## config.mk

```make
export PLATFORM = sky130hd
export DESIGN_NAME = range_position_filter_corrector
export DESIGN_NICKNAME = d
export VERILOG_FILES = /design/src/hdl/rpfc_pkg.sv /design/src/hdl/rpfc_cfg_regs.sv /design/src/hdl/rpfc_filter.sv /design/src/hdl/range_position_filter_corrector.sv
export SDC_FILE = /design/constraint.sdc
export NUM_CORES = 2
export LEC_CHECK = 0
export BUFFER_PORTS_ARGS = -buffer_cell sky130_fd_sc_hd__buf_2
export CAP_MARGIN = 20
export CELL_PAD_IN_SITES_DETAIL_PLACEMENT = 1
export CELL_PAD_IN_SITES_GLOBAL_PLACEMENT = 1
export CORE_MARGIN = 3
export CORE_UTILIZATION = 44
export CTS_CLUSTER_DIAMETER = 60
export DETAILED_ROUTE_END_ITERATION = 8
export PLACE_DENSITY_LB_ADDON = 0.1
export SYNTH_ARGS = -nofsm -noshare
export SYNTH_HDL_FRONTEND = slang
export SYNTH_SLANG_ARGS = --single-unit
```

## constraint.sdc

```tcl
create_clock -name aclk -period 14.7 [get_ports aclk]
set_input_delay 1.47 -clock aclk [delete_from_list [all_inputs] [get_ports aclk]]
set_output_delay 1.47 -clock aclk [all_outputs]
set_load 0.1 [all_outputs]
```

## src/hdl/rpfc_pkg.sv

```systemverilog
// ----------------------------------------------------------------------------
// rpfc_pkg
// Shared types and constants for the range position filter corrector.
// ----------------------------------------------------------------------------
`timescale 1ns / 1ps
`default_nettype none

package rpfc_pkg;

    // Q8 millimetre positions; the gate margin is 20 mm
    localparam int POS_FRAC_BITS = 8;
    localparam logic signed [25:0] GATE_MARGIN_Q8 = 26'sd5120;
    localparam logic [16:0] ALPHA_ONE = 17'd65536;
    localparam logic signed [44:0] ROUND_HALF = 45'sd32768;

    localparam int APB_AW = 5;
    localparam int APB_DW = 32;

    localparam int S_TDATA_W = 88;
    localparam int M_TDATA_W = 56;

    typedef enum logic [2:0] {
        REG_CHECK_PERIOD = 3'd0,
        REG_EMA_ALPHA    = 3'd1,
        REG_THRESHOLD    = 3'd2,
        REG_OFFSET       = 3'd3,
        REG_BAR_LENGTH   = 3'd4,
        REG_AXIS_LENGTH  = 3'd5,
        REG_MOUNT        = 3'd6
    } reg_idx_t;

    typedef struct packed {
        logic [15:0] check_period_ms;
        logic [15:0] ema_alpha_q16;
        logic [19:0] correct_threshold_q8;
        logic [19:0] sensor_offset_q8;
        logic [21:0] bar_length_q8;
        logic [21:0] axis_length_q8;
        logic        mount_far_end;
    } cfg_t;

    typedef struct packed {
        logic        clear_filter;
        logic [31:0] now_ms;
        logic        raw_valid;
        logic [23:0] raw_mm_q8;
        logic        axis_idle;
        logic        axis_homed;
        logic [24:0] stepper_pos_q8;   // signed
    } in_item_t;

    typedef struct packed {
        logic        sample_accepted;
        logic [24:0] filtered_pos_q8;  // signed
        logic        have_valid;
        logic [23:0] last_raw_q8;
        logic        adopt_position;
    } out_item_t;

endpackage

`default_nettype wire

```

## src/hdl/rpfc_cfg_regs.sv

```systemverilog
// ----------------------------------------------------------------------------
// rpfc_cfg_regs
// APB register file holding the filter and gate settings.
// ----------------------------------------------------------------------------
`timescale 1ns / 1ps
`default_nettype none

module rpfc_cfg_regs
    import rpfc_pkg::*;
(
    input  wire logic              aclk,
    input  wire logic              aresetn,
    input  wire logic              psel,
    input  wire logic              penable,
    input  wire logic              pwrite,
    input  wire logic [APB_AW-1:0] paddr,
    input  wire logic [APB_DW-1:0] pwdata,
    output logic      [APB_DW-1:0] prdata,
    output logic                   pready,
    output cfg_t                   cfg
);

    cfg_t     cfg_reg;
    logic     wr_en;
    reg_idx_t idx;

    assign pready = 1'b1;
    assign wr_en  = psel && penable && pwrite;
    assign idx    = reg_idx_t'(paddr[4:2]);
    assign cfg    = cfg_reg;

    always_ff @(posedge aclk) begin
        if (!aresetn) begin
            cfg_reg.check_period_ms      <= 16'd50;
            cfg_reg.ema_alpha_q16        <= 16'd52429;
            cfg_reg.correct_threshold_q8 <= 20'd1280;
            cfg_reg.sensor_offset_q8     <= 20'd0;
            cfg_reg.bar_length_q8        <= 22'd153600;
            cfg_reg.axis_length_q8       <= 22'd153600;
            cfg_reg.mount_far_end        <= 1'b0;
        end else if (wr_en) begin
            unique case (idx)
                REG_CHECK_PERIOD: cfg_reg.check_period_ms      <= pwdata[15:0];
                REG_EMA_ALPHA:    cfg_reg.ema_alpha_q16        <= pwdata[15:0];
                REG_THRESHOLD:    cfg_reg.correct_threshold_q8 <= pwdata[19:0];
                REG_OFFSET:       cfg_reg.sensor_offset_q8     <= pwdata[19:0];
                REG_BAR_LENGTH:   cfg_reg.bar_length_q8        <= pwdata[21:0];
                REG_AXIS_LENGTH:  cfg_reg.axis_length_q8       <= pwdata[21:0];
                REG_MOUNT:        cfg_reg.mount_far_end        <= pwdata[0];
                default: ;
            endcase
        end
    end

    always_comb begin
        unique case (idx)
            REG_CHECK_PERIOD: prdata = {16'd0, cfg_reg.check_period_ms};
            REG_EMA_ALPHA:    prdata = {16'd0, cfg_reg.ema_alpha_q16};
            REG_THRESHOLD:    prdata = {12'd0, cfg_reg.correct_threshold_q8};
            REG_OFFSET:       prdata = {12'd0, cfg_reg.sensor_offset_q8};
            REG_BAR_LENGTH:   prdata = {10'd0, cfg_reg.bar_length_q8};
            REG_AXIS_LENGTH:  prdata = {10'd0, cfg_reg.axis_length_q8};
            REG_MOUNT:        prdata = {31'd0, cfg_reg.mount_far_end};
            default:          prdata = '0;
        endcase
    end

endmodule

`default_nettype wire

```

## src/hdl/rpfc_filter.sv

```systemverilog
// ----------------------------------------------------------------------------
// rpfc_filter
// Throttle, position conversion, range gate, EMA update and correction check.
// Holds the filter state; advances it on each step.
// ----------------------------------------------------------------------------
`timescale 1ns / 1ps
`default_nettype none

module rpfc_filter
    import rpfc_pkg::*;
(
    input  wire logic aclk,
    input  wire logic aresetn,
    input  wire logic step_en,
    input  in_item_t  item,
    input  cfg_t      cfg,
    output out_item_t result
);

    logic [31:0]        last_check_reg, last_check_next;
    logic signed [24:0] filt_reg, filt_next;
    logic               seeded_reg, seeded_next;
    logic               valid_reg, valid_next;
    logic [23:0]        last_raw_reg, last_raw_next;

    logic [31:0]        elapsed;
    logic               checked;
    logic signed [25:0] pos_home, pos_far, pos;
    logic signed [25:0] gate_hi;
    logic               accept;
    logic [16:0]        weight;
    logic signed [26:0] diff;
    logic signed [44:0] prod, rounded;
    logic signed [28:0] ema_step, filt_sum;
    logic signed [24:0] filt_ema, filt_upd;
    logic signed [25:0] err, err_mag;
    logic               adopt;

    always_comb begin
        elapsed  = item.now_ms - last_check_reg;
        checked  = !item.clear_filter && (elapsed >= {16'd0, cfg.check_period_ms});

        pos_home = $signed({2'b00, item.raw_mm_q8}) - $signed({6'd0, cfg.sensor_offset_q8});
        pos_far  = $signed({4'd0, cfg.bar_length_q8}) - $signed({6'd0, cfg.sensor_offset_q8})
                 - $signed({2'b00, item.raw_mm_q8});
        pos      = cfg.mount_far_end ? pos_far : pos_home;

        gate_hi  = $signed({4'd0, cfg.axis_length_q8}) + GATE_MARGIN_Q8;
        accept   = checked && item.raw_valid && (pos >= -GATE_MARGIN_Q8) && (pos <= gate_hi);

        // f + round((1 - alpha) * (pos - f)), same as the weighted sum form
        weight   = ALPHA_ONE - {1'b0, cfg.ema_alpha_q16};
        diff     = {pos[25], pos} - {{2{filt_reg[24]}}, filt_reg};
        prod     = $signed({1'b0, weight}) * diff;
        rounded  = prod + ROUND_HALF;
        ema_step = $signed(rounded[44:16]);
        filt_sum = $signed({{4{filt_reg[24]}}, filt_reg}) + ema_step;
        filt_ema = filt_sum[24:0];
        filt_upd = seeded_reg ? filt_ema : pos[24:0];

        err      = $signed({filt_upd[24], filt_upd})
                 - $signed({item.stepper_pos_q8[24], item.stepper_pos_q8});
        err_mag  = err[25] ? -err : err;
        adopt    = accept && item.axis_idle && item.axis_homed
                 && ($unsigned(err_mag) > {6'd0, cfg.correct_threshold_q8});
    end

    always_comb begin
        last_check_next = last_check_reg;
        filt_next       = filt_reg;
        seeded_next     = seeded_reg;
        valid_next      = valid_reg;
        last_raw_next   = last_raw_reg;
        if (item.clear_filter) begin
            filt_next   = '0;
            seeded_next = 1'b0;
            valid_next  = 1'b0;
        end else if (checked) begin
            last_check_next = item.now_ms;
            if (item.raw_valid) begin
                last_raw_next = item.raw_mm_q8;
            end
            if (accept) begin
                filt_next   = filt_upd;
                seeded_next = 1'b1;
                valid_next  = 1'b1;
            end
        end
    end

    always_ff @(posedge aclk) begin
        if (!aresetn) begin
            last_check_reg <= '0;
            filt_reg       <= '0;
            seeded_reg     <= 1'b0;
            valid_reg      <= 1'b0;
            last_raw_reg   <= '0;
        end else if (step_en) begin
            last_check_reg <= last_check_next;
            filt_reg       <= filt_next;
            seeded_reg     <= seeded_next;
            valid_reg      <= valid_next;
            last_raw_reg   <= last_raw_next;
        end
    end

    always_comb begin
        result.sample_accepted = accept;
        result.filtered_pos_q8 = filt_next;
        result.have_valid      = valid_next;
        result.last_raw_q8     = last_raw_next;
        result.adopt_position  = adopt;
    end

endmodule

`default_nettype wire

```

## src/hdl/range_position_filter_corrector.sv

```systemverilog
// ----------------------------------------------------------------------------
// range_position_filter_corrector
// Gated EMA of a range sensor position with stepper position correction.
//
//  Channel  Dir  Handshake          Payload
//  s_       in   s_tvalid/s_tready  s_tdata: loop word, s_tuser: clear_filter
//  m_       out  m_tvalid/m_tready  m_tdata: result word
//  apb      in   psel/penable       7 registers at byte address 4*index
//
//  One word per cycle sustained while m_tready is high. A word passes through
//  the input register, then the result register, before its result sits on
//  m_tdata; a stall can hold it in the input register. The filter state
//  update is combinational from its held registers, so consecutive words
//  never wait on each other.
//  Reset is synchronous: settings return to defaults, filter state clears.
//  A stalled result holds in the result register while the input register
//  still takes one more word.
// ----------------------------------------------------------------------------
`timescale 1ns / 1ps
`default_nettype none

module range_position_filter_corrector
    import rpfc_pkg::*;
(
    input  wire logic                 aclk,
    input  wire logic                 aresetn,
    // now_ms[31:0], raw_valid[32], raw_mm_q8[56:33], axis_idle[57],
    // axis_homed[58], stepper_pos_q8[83:59], zero pad[87:84]
    input  wire logic [S_TDATA_W-1:0] s_tdata,
    // clear_filter[0]
    input  wire logic                 s_tuser,
    input  wire logic                 s_tvalid,
    output logic                      s_tready,
    // sample_accepted[0], filtered_pos_q8[25:1], have_valid[26],
    // last_raw_q8[50:27], adopt_position[51], zero pad[55:52]
    output logic      [M_TDATA_W-1:0] m_tdata,
    output logic                      m_tvalid,
    input  wire logic                 m_tready,
    input  wire logic                 psel,
    input  wire logic                 penable,
    input  wire logic                 pwrite,
    input  wire logic [APB_AW-1:0]    paddr,
    input  wire logic [APB_DW-1:0]    pwdata,
    output logic      [APB_DW-1:0]    prdata,
    output logic                      pready
);

    cfg_t      cfg;
    in_item_t  in_item_reg;
    logic      in_valid_reg;
    out_item_t out_item_reg;
    logic      out_valid_reg;
    out_item_t result;
    logic      step_en;
    logic      s_fire;

    rpfc_cfg_regs u_cfg (
        .aclk    (aclk),
        .aresetn (aresetn),
        .psel    (psel),
        .penable (penable),
        .pwrite  (pwrite),
        .paddr   (paddr),
        .pwdata  (pwdata),
        .prdata  (prdata),
        .pready  (pready),
        .cfg     (cfg)
    );

    rpfc_filter u_filter (
        .aclk    (aclk),
        .aresetn (aresetn),
        .step_en (step_en),
        .item    (in_item_reg),
        .cfg     (cfg),
        .result  (result)
    );

    // advance when the input register holds a word and the result register is empty or being drained
    assign step_en  = in_valid_reg && (!out_valid_reg || m_tready);
    assign s_tready = !in_valid_reg || step_en;
    assign s_fire   = s_tvalid && s_tready;

    always_ff @(posedge aclk) begin
        if (!aresetn) begin
            in_valid_reg  <= 1'b0;
            out_valid_reg <= 1'b0;
        end else begin
            if (s_fire) begin
                in_valid_reg <= 1'b1;
            end else if (step_en) begin
                in_valid_reg <= 1'b0;
            end
            if (step_en) begin
                out_valid_reg <= 1'b1;
            end else if (m_tready) begin
                out_valid_reg <= 1'b0;
            end
        end
    end

    always_ff @(posedge aclk) begin
        if (s_fire) begin
            in_item_reg.clear_filter   <= s_tuser;
            in_item_reg.now_ms         <= s_tdata[31:0];
            in_item_reg.raw_valid      <= s_tdata[32];
            in_item_reg.raw_mm_q8      <= s_tdata[56:33];
            in_item_reg.axis_idle      <= s_tdata[57];
            in_item_reg.axis_homed     <= s_tdata[58];
            in_item_reg.stepper_pos_q8 <= s_tdata[83:59];
        end
        if (step_en) begin
            out_item_reg <= result;
        end
    end

    assign m_tvalid = out_valid_reg;
    assign m_tdata  = {4'd0,
                       out_item_reg.adopt_position,
                       out_item_reg.last_raw_q8,
                       out_item_reg.have_valid,
                       out_item_reg.filtered_pos_q8,
                       out_item_reg.sample_accepted};

endmodule

`default_nettype wire
```

Yosys cells after proc, flatten, opt, wreduce, memory -nomap -nowiden

Cells that the tools add are included.

Add/sub/neg operators: 11
Multiply operators: 1
$lt $le $gt $ge: 4
Equality and inequality tests: 6
Multiplexer cells: 20
Bitwise logic cells: 1
Reduce and logical (&&, ||, !) cells: 30

Operators by type and width:

| cell                                                                     | count |
|---|---|
| 22-bit case mux with 7 select lines                                      | 1 |
| 25-bit 2-to-1 mux                                                        | 4 |
| 24-bit 2-to-1 mux                                                        | 3 |
| 26-bit 2-to-1 mux                                                        | 2 |
| 41-bit by 17-bit adder with 41-bit output (second input constant)        | 1 |
| 18-bit by 27-bit multiplier with 41-bit output                           | 1 |
| 32-bit by 16-bit >= comparator with 1-bit output                         | 1 |
| 32-bit subtractor                                                        | 1 |
| 26-bit by 25-bit subtractor with 27-bit output                           | 1 |
| 26-bit by 14-bit >= comparator with 1-bit output (second input constant) | 1 |
| 26-bit by 20-bit > comparator with 1-bit output                          | 1 |
| 26-bit by 24-bit <= comparator with 1-bit output                         | 1 |
| 26-bit negator                                                           | 1 |
| 25-bit by 25-bit subtractor with 26-bit output                           | 1 |
| 26-bit by 25-bit subtractor with 26-bit output                           | 1 |
| 25-bit adder                                                             | 1 |
| 24-bit by 20-bit subtractor with 25-bit output                           | 1 |
| 22-bit by 13-bit adder with 23-bit output (second input constant)        | 1 |
| 22-bit by 20-bit subtractor with 23-bit output                           | 1 |
| 17-bit by 16-bit subtractor with 17-bit output (first input constant)    | 1 |
| 2-bit AND reduction                                                      | 7 |
| 1-bit logical AND                                                        | 11 |
| 1-bit 2-to-1 mux                                                         | 10 |
| 3-bit == test (second input constant)                                    | 3 |
| 8 further kinds                                                          | 16 |

Register bits: 339
Input bits: 133
Output and inout bits: 91
Word-level logic and storage cells: 99

Depth between registers and ports, before layout

Word-level depth: 13
Mapped depth: 86

Cells and area by module

Synthesis repeated with hierarchy kept, for this count alone.

Cells, all modules: 4552
Area, all modules: 40146.0 sq um

By module, submodules not included:

| module                          | times used | cells an instance | area an instance (sq um) | seq. area each (sq um) |
|---|---|---|---|---|
| rpfc_filter                     | 1          | 3833              | 30481.7                  | 1661.6 |
| rpfc_cfg_regs                   | 1          | 568               | 5412.7                   | 2342.2 |
| range_position_filter_corrector | 1          | 151               | 4251.6                   | 4154.0 |

Least setup slack after synthesis

No wires, ideal clock.

Path kind: register to register
Start point: reg u_cfg.cfg_reg (netlist bit u_cfg.cfg[46])
End point: reg out_item_reg (netlist bit m_tdata[51]), data pin
Setup time: 0.267 ns
Arrival time: 15.773 ns
Setup slack: -1.341 ns
Stages on the path, launching flop included: 81
Buffers on the path: 2
Period minus slack after synthesis: 16.041 ns
Cells stage by stage: dfxtp_1 > inv_1 > ha_1 > nor2b_1 > o21ai_0 > a21boi_0 > o21ai_0 > a21boi_0 > o21ai_0 > nand2_1 > xor2_1 > ha_1 > nand2_1 > a211oi_1 > o21ai_0 > and3_1 > o21ai_0 > o21ai_0 > [45 not listed] > nand2_1 > a31o_2 > clkbuf_1 > nand2_1 > o21ai_0 > ha_1 > nor2b_1 > o21ai_0 > nand2b_1 > a21oi_1 > o21ai_0 > a211oi_1 > o21ai_0 > nand4_1 > and3_1 > o211ai_1 > nor4_1 > nor4_2

RTL lines:

| what                   | line                                   | RTL |
|---|---|---|
| start: declaration     | rpfc_cfg_regs.sv:23                    | `cfg_t cfg_reg;` |
| end signal: assignment | range_position_filter_corrector.sv:113 | `out_item_reg <= result;` |
| end: declaration       | range_position_filter_corrector.sv:51  | `out_item_t out_item_reg;` |

==> results.yml <==
timing:
  setup_violations: 1
  fmax_mhz: 61.36
  relSlewSlack_pct: 25.71
  timing.final.ws_setup_ps: -1599
  fin_crit_sh_pct: 110.9
  fin_hold_ws_ps: 485.0
  drv_slew: 0
  skew_ps: 23.98
  hold_viol_final: 0
  worstMarginPinSlew_ps: 1114
  rsz0062_at_grt: "yes"
  layout_min_cycle_time_ps: 16300
global_route:
  first_global_vias: 39250
  grt_pass1_wl_um: 222500
  grt-ovfl-total: 0
  grt_max_degree: 154
  antenna_found_initial: 7
  grt_use_total_pct: 30.20
clocking:
  htreeDepth: 2
  path_clk_slew_ps: 60
  cts_buffers: 40
  cts_hold_buffers: 0
  cts.sinks: 339
  clk_latency_ps: 590
  clk_path_buf_depth: 3
  cts_tree: "built"
  cts_root_buffer: "clkbuf_16"
critical_path:
  crit_arrival_ps: 16610
  r2r_slack_ps: -1600
  cp_top_family: "compound AO/OA/AOI/OAI gates"
  start_kind: "register"
  reg2reg_from: "u_cfg.cfg[46]"
  crit_type: "reg -> reg"
  crit_buf_inv: 14
  crit_fanout: 6
  worst_setup_path_end_kind: "register"
  cpPeakStageDelay_ps: 560
  reg2reg_depth: 85
  cpMaxStageDelayCell: "fa_1"
  crit_top_cell: "buf_4"
  reg2reg_to: "m_tdata[51]"
  critPathRequiredTime_ps: 15010
routing:
  drtIter0Drc: 2108
  vias_per_cell: 5.408
  ant_nets: 0
  firstDrtPassIters: 5
  routedWlPerCell_um: 21.54
  wl_um: 142800
  vias: 35850
  drc: 0
logic_synthesis:
  synthCells: 4610
  synth-main-ff-cell: "dfxtp_1"
  syn_area_mm2: 0.03991
  synth-warning-count: 0
  async_reset_ff_share_pct: 0
  ys_ff_latch: 339
  synth.top_cells.by_count: "inv_1, nand2_1, nor2_1, fa_1, ha_1"
  yosysSeqAreaShare_pct: 20.44
  synth.avg_cell_area_um2: 8.657
  yosysMostFrequentCell: "inv_1"
  synth.area.top_cells: "fa_1, ha_1, edfxtp_1"
  synth_top_cell_by_area: "fa_1"
  synth.top_cell.area_share_pct: 21.22
  synth_edf_count: 137
  ys_types: 103
placed_design:
  gp_congestion: 0.9157
  dpl.hpwl_um: 117100
  place_area_mm2: 0.04731
  portBuffers: 192
floorplanning:
  ioPinCount: 224
  die_y_um: 307.2
  core_area_mm2: 0.08919
  fp.dieArea_mm2: 0.09435
  start_util_pct: 44.74
  num_rows: 109
  die_w_um: 307.2
flow_run:
  drv_cap: 0
min_path:
  whs_path_depth: 2
  min_to: "u_cfg.cfg[68]"
  hp-start: "u_cfg.cfg[68]"
  worstHoldPathType: "reg -> reg"
finish:
  drive_gt1_share_pct: 22.79
  finalNetCount: 6345
  syn2layout_area_growth_pct: 24.28
  final_util_pct: 55.61
  largest_reg_flops: 117
  design_area_mm2: 0.04960
run_status:
  status: "complete, but fails checks"
  violations: "negative setup slack"
## area by class of cell
| type | instances | area (µm²) |
|---|---|---|
| fill | 10670 | 39600 |
| multi-input combinational | 3367 | 29160 |
| inverter | 729 | 2739 |
| clock inverter | 16 | 170.2 |
| clock buffer | 57 | 1137 |
| tap | 1165 | 1458 |
| antenna | 3 | 7.507 |
| sequential | 339 | 8165 |
| timing repair buffer | 954 | 6761 |
## metrics by stage
stage | std cells | setup WS (ps) | TNS [ps]
after CTS | 6613 | -1622 | -1622
final | 6630 | -1599 | -1599
after global routing | 6628 | -2392 | -2392
after detailed placement | 6511 | -2005 | -2005
after floorplan | 4623 | -400.0 | -400.0
after global placement | 6511 | -1668 | -1668
## tightest hold or removal path: stages (launching register included)
cell      delay [ps]
dfxtp_1          320
nand2_1           50
a21boi_0          60
## repair_timing
item                                    4_1_cts  5_1_grt
endpoints found under the setup margin        1        2
pin swaps                                    50       49
cloned                                        1        0
resized for setup                            70       70
setup buffers                                28       13
## layout by cell type (no fill, tap or decap), types with 42 or more instances in the layout
cell       count
nor3_1        47
o21a_1        47
a21o_1        65
nand2_1      524
nor2b_1       68
ha_1         342
nor2_1       471
clkbuf_16     42
a21oi_1      121
xnor2_1      133
mux2i_1       49
dfxtp_1      198
buf_2        191
xor2_1        85
buf_4        754
o21ai_0       70
a21boi_0     101
fa_1         422
edfxtp_1     137
a22oi_1       54
inv_1        725
nand3_1       65
## routing by layer
metal	routed length, µm	track usage, %
met5	42	0
met4	4666	8.818
met3	6236	3.629
met2	71160	54.20
met1	60710	38.13
## worst max path at each step
stage                        from     endpoint  slack [ps]  cells after the start
finish              u_cfg.cfg[46]  m_tdata[51]       -1600                     85
global route        u_cfg.cfg[46]  m_tdata[51]       -2390                     86
CTS                 u_cfg.cfg[46]  m_tdata[51]       -1620                     82
detailed placement  u_cfg.cfg[46]  m_tdata[51]       -2000                     83
global placement    u_cfg.cfg[23]  m_tdata[51]       -1670                     79
floorplan           u_cfg.cfg[23]  m_tdata[51]        -400                     79
## logic make-up after synthesis
group / count (synthesis) / synth area share (%)
xor gates and xnor gates: 238 / 5.277
adders and majority gates: 781 / 32.44
buffers and inverters: 918 / 8.914
other: 2 / 0.01882
DFF: 339 / 20.44
muxes: 87 / 2.308
AOI/OAI and AO/OA: 788 / 14.06
and+or+nand+nor: 1457 / 16.54
Power is not shown: default switching activity piles up to over one toggle a cycle in this logic, so the estimate is an artifact.
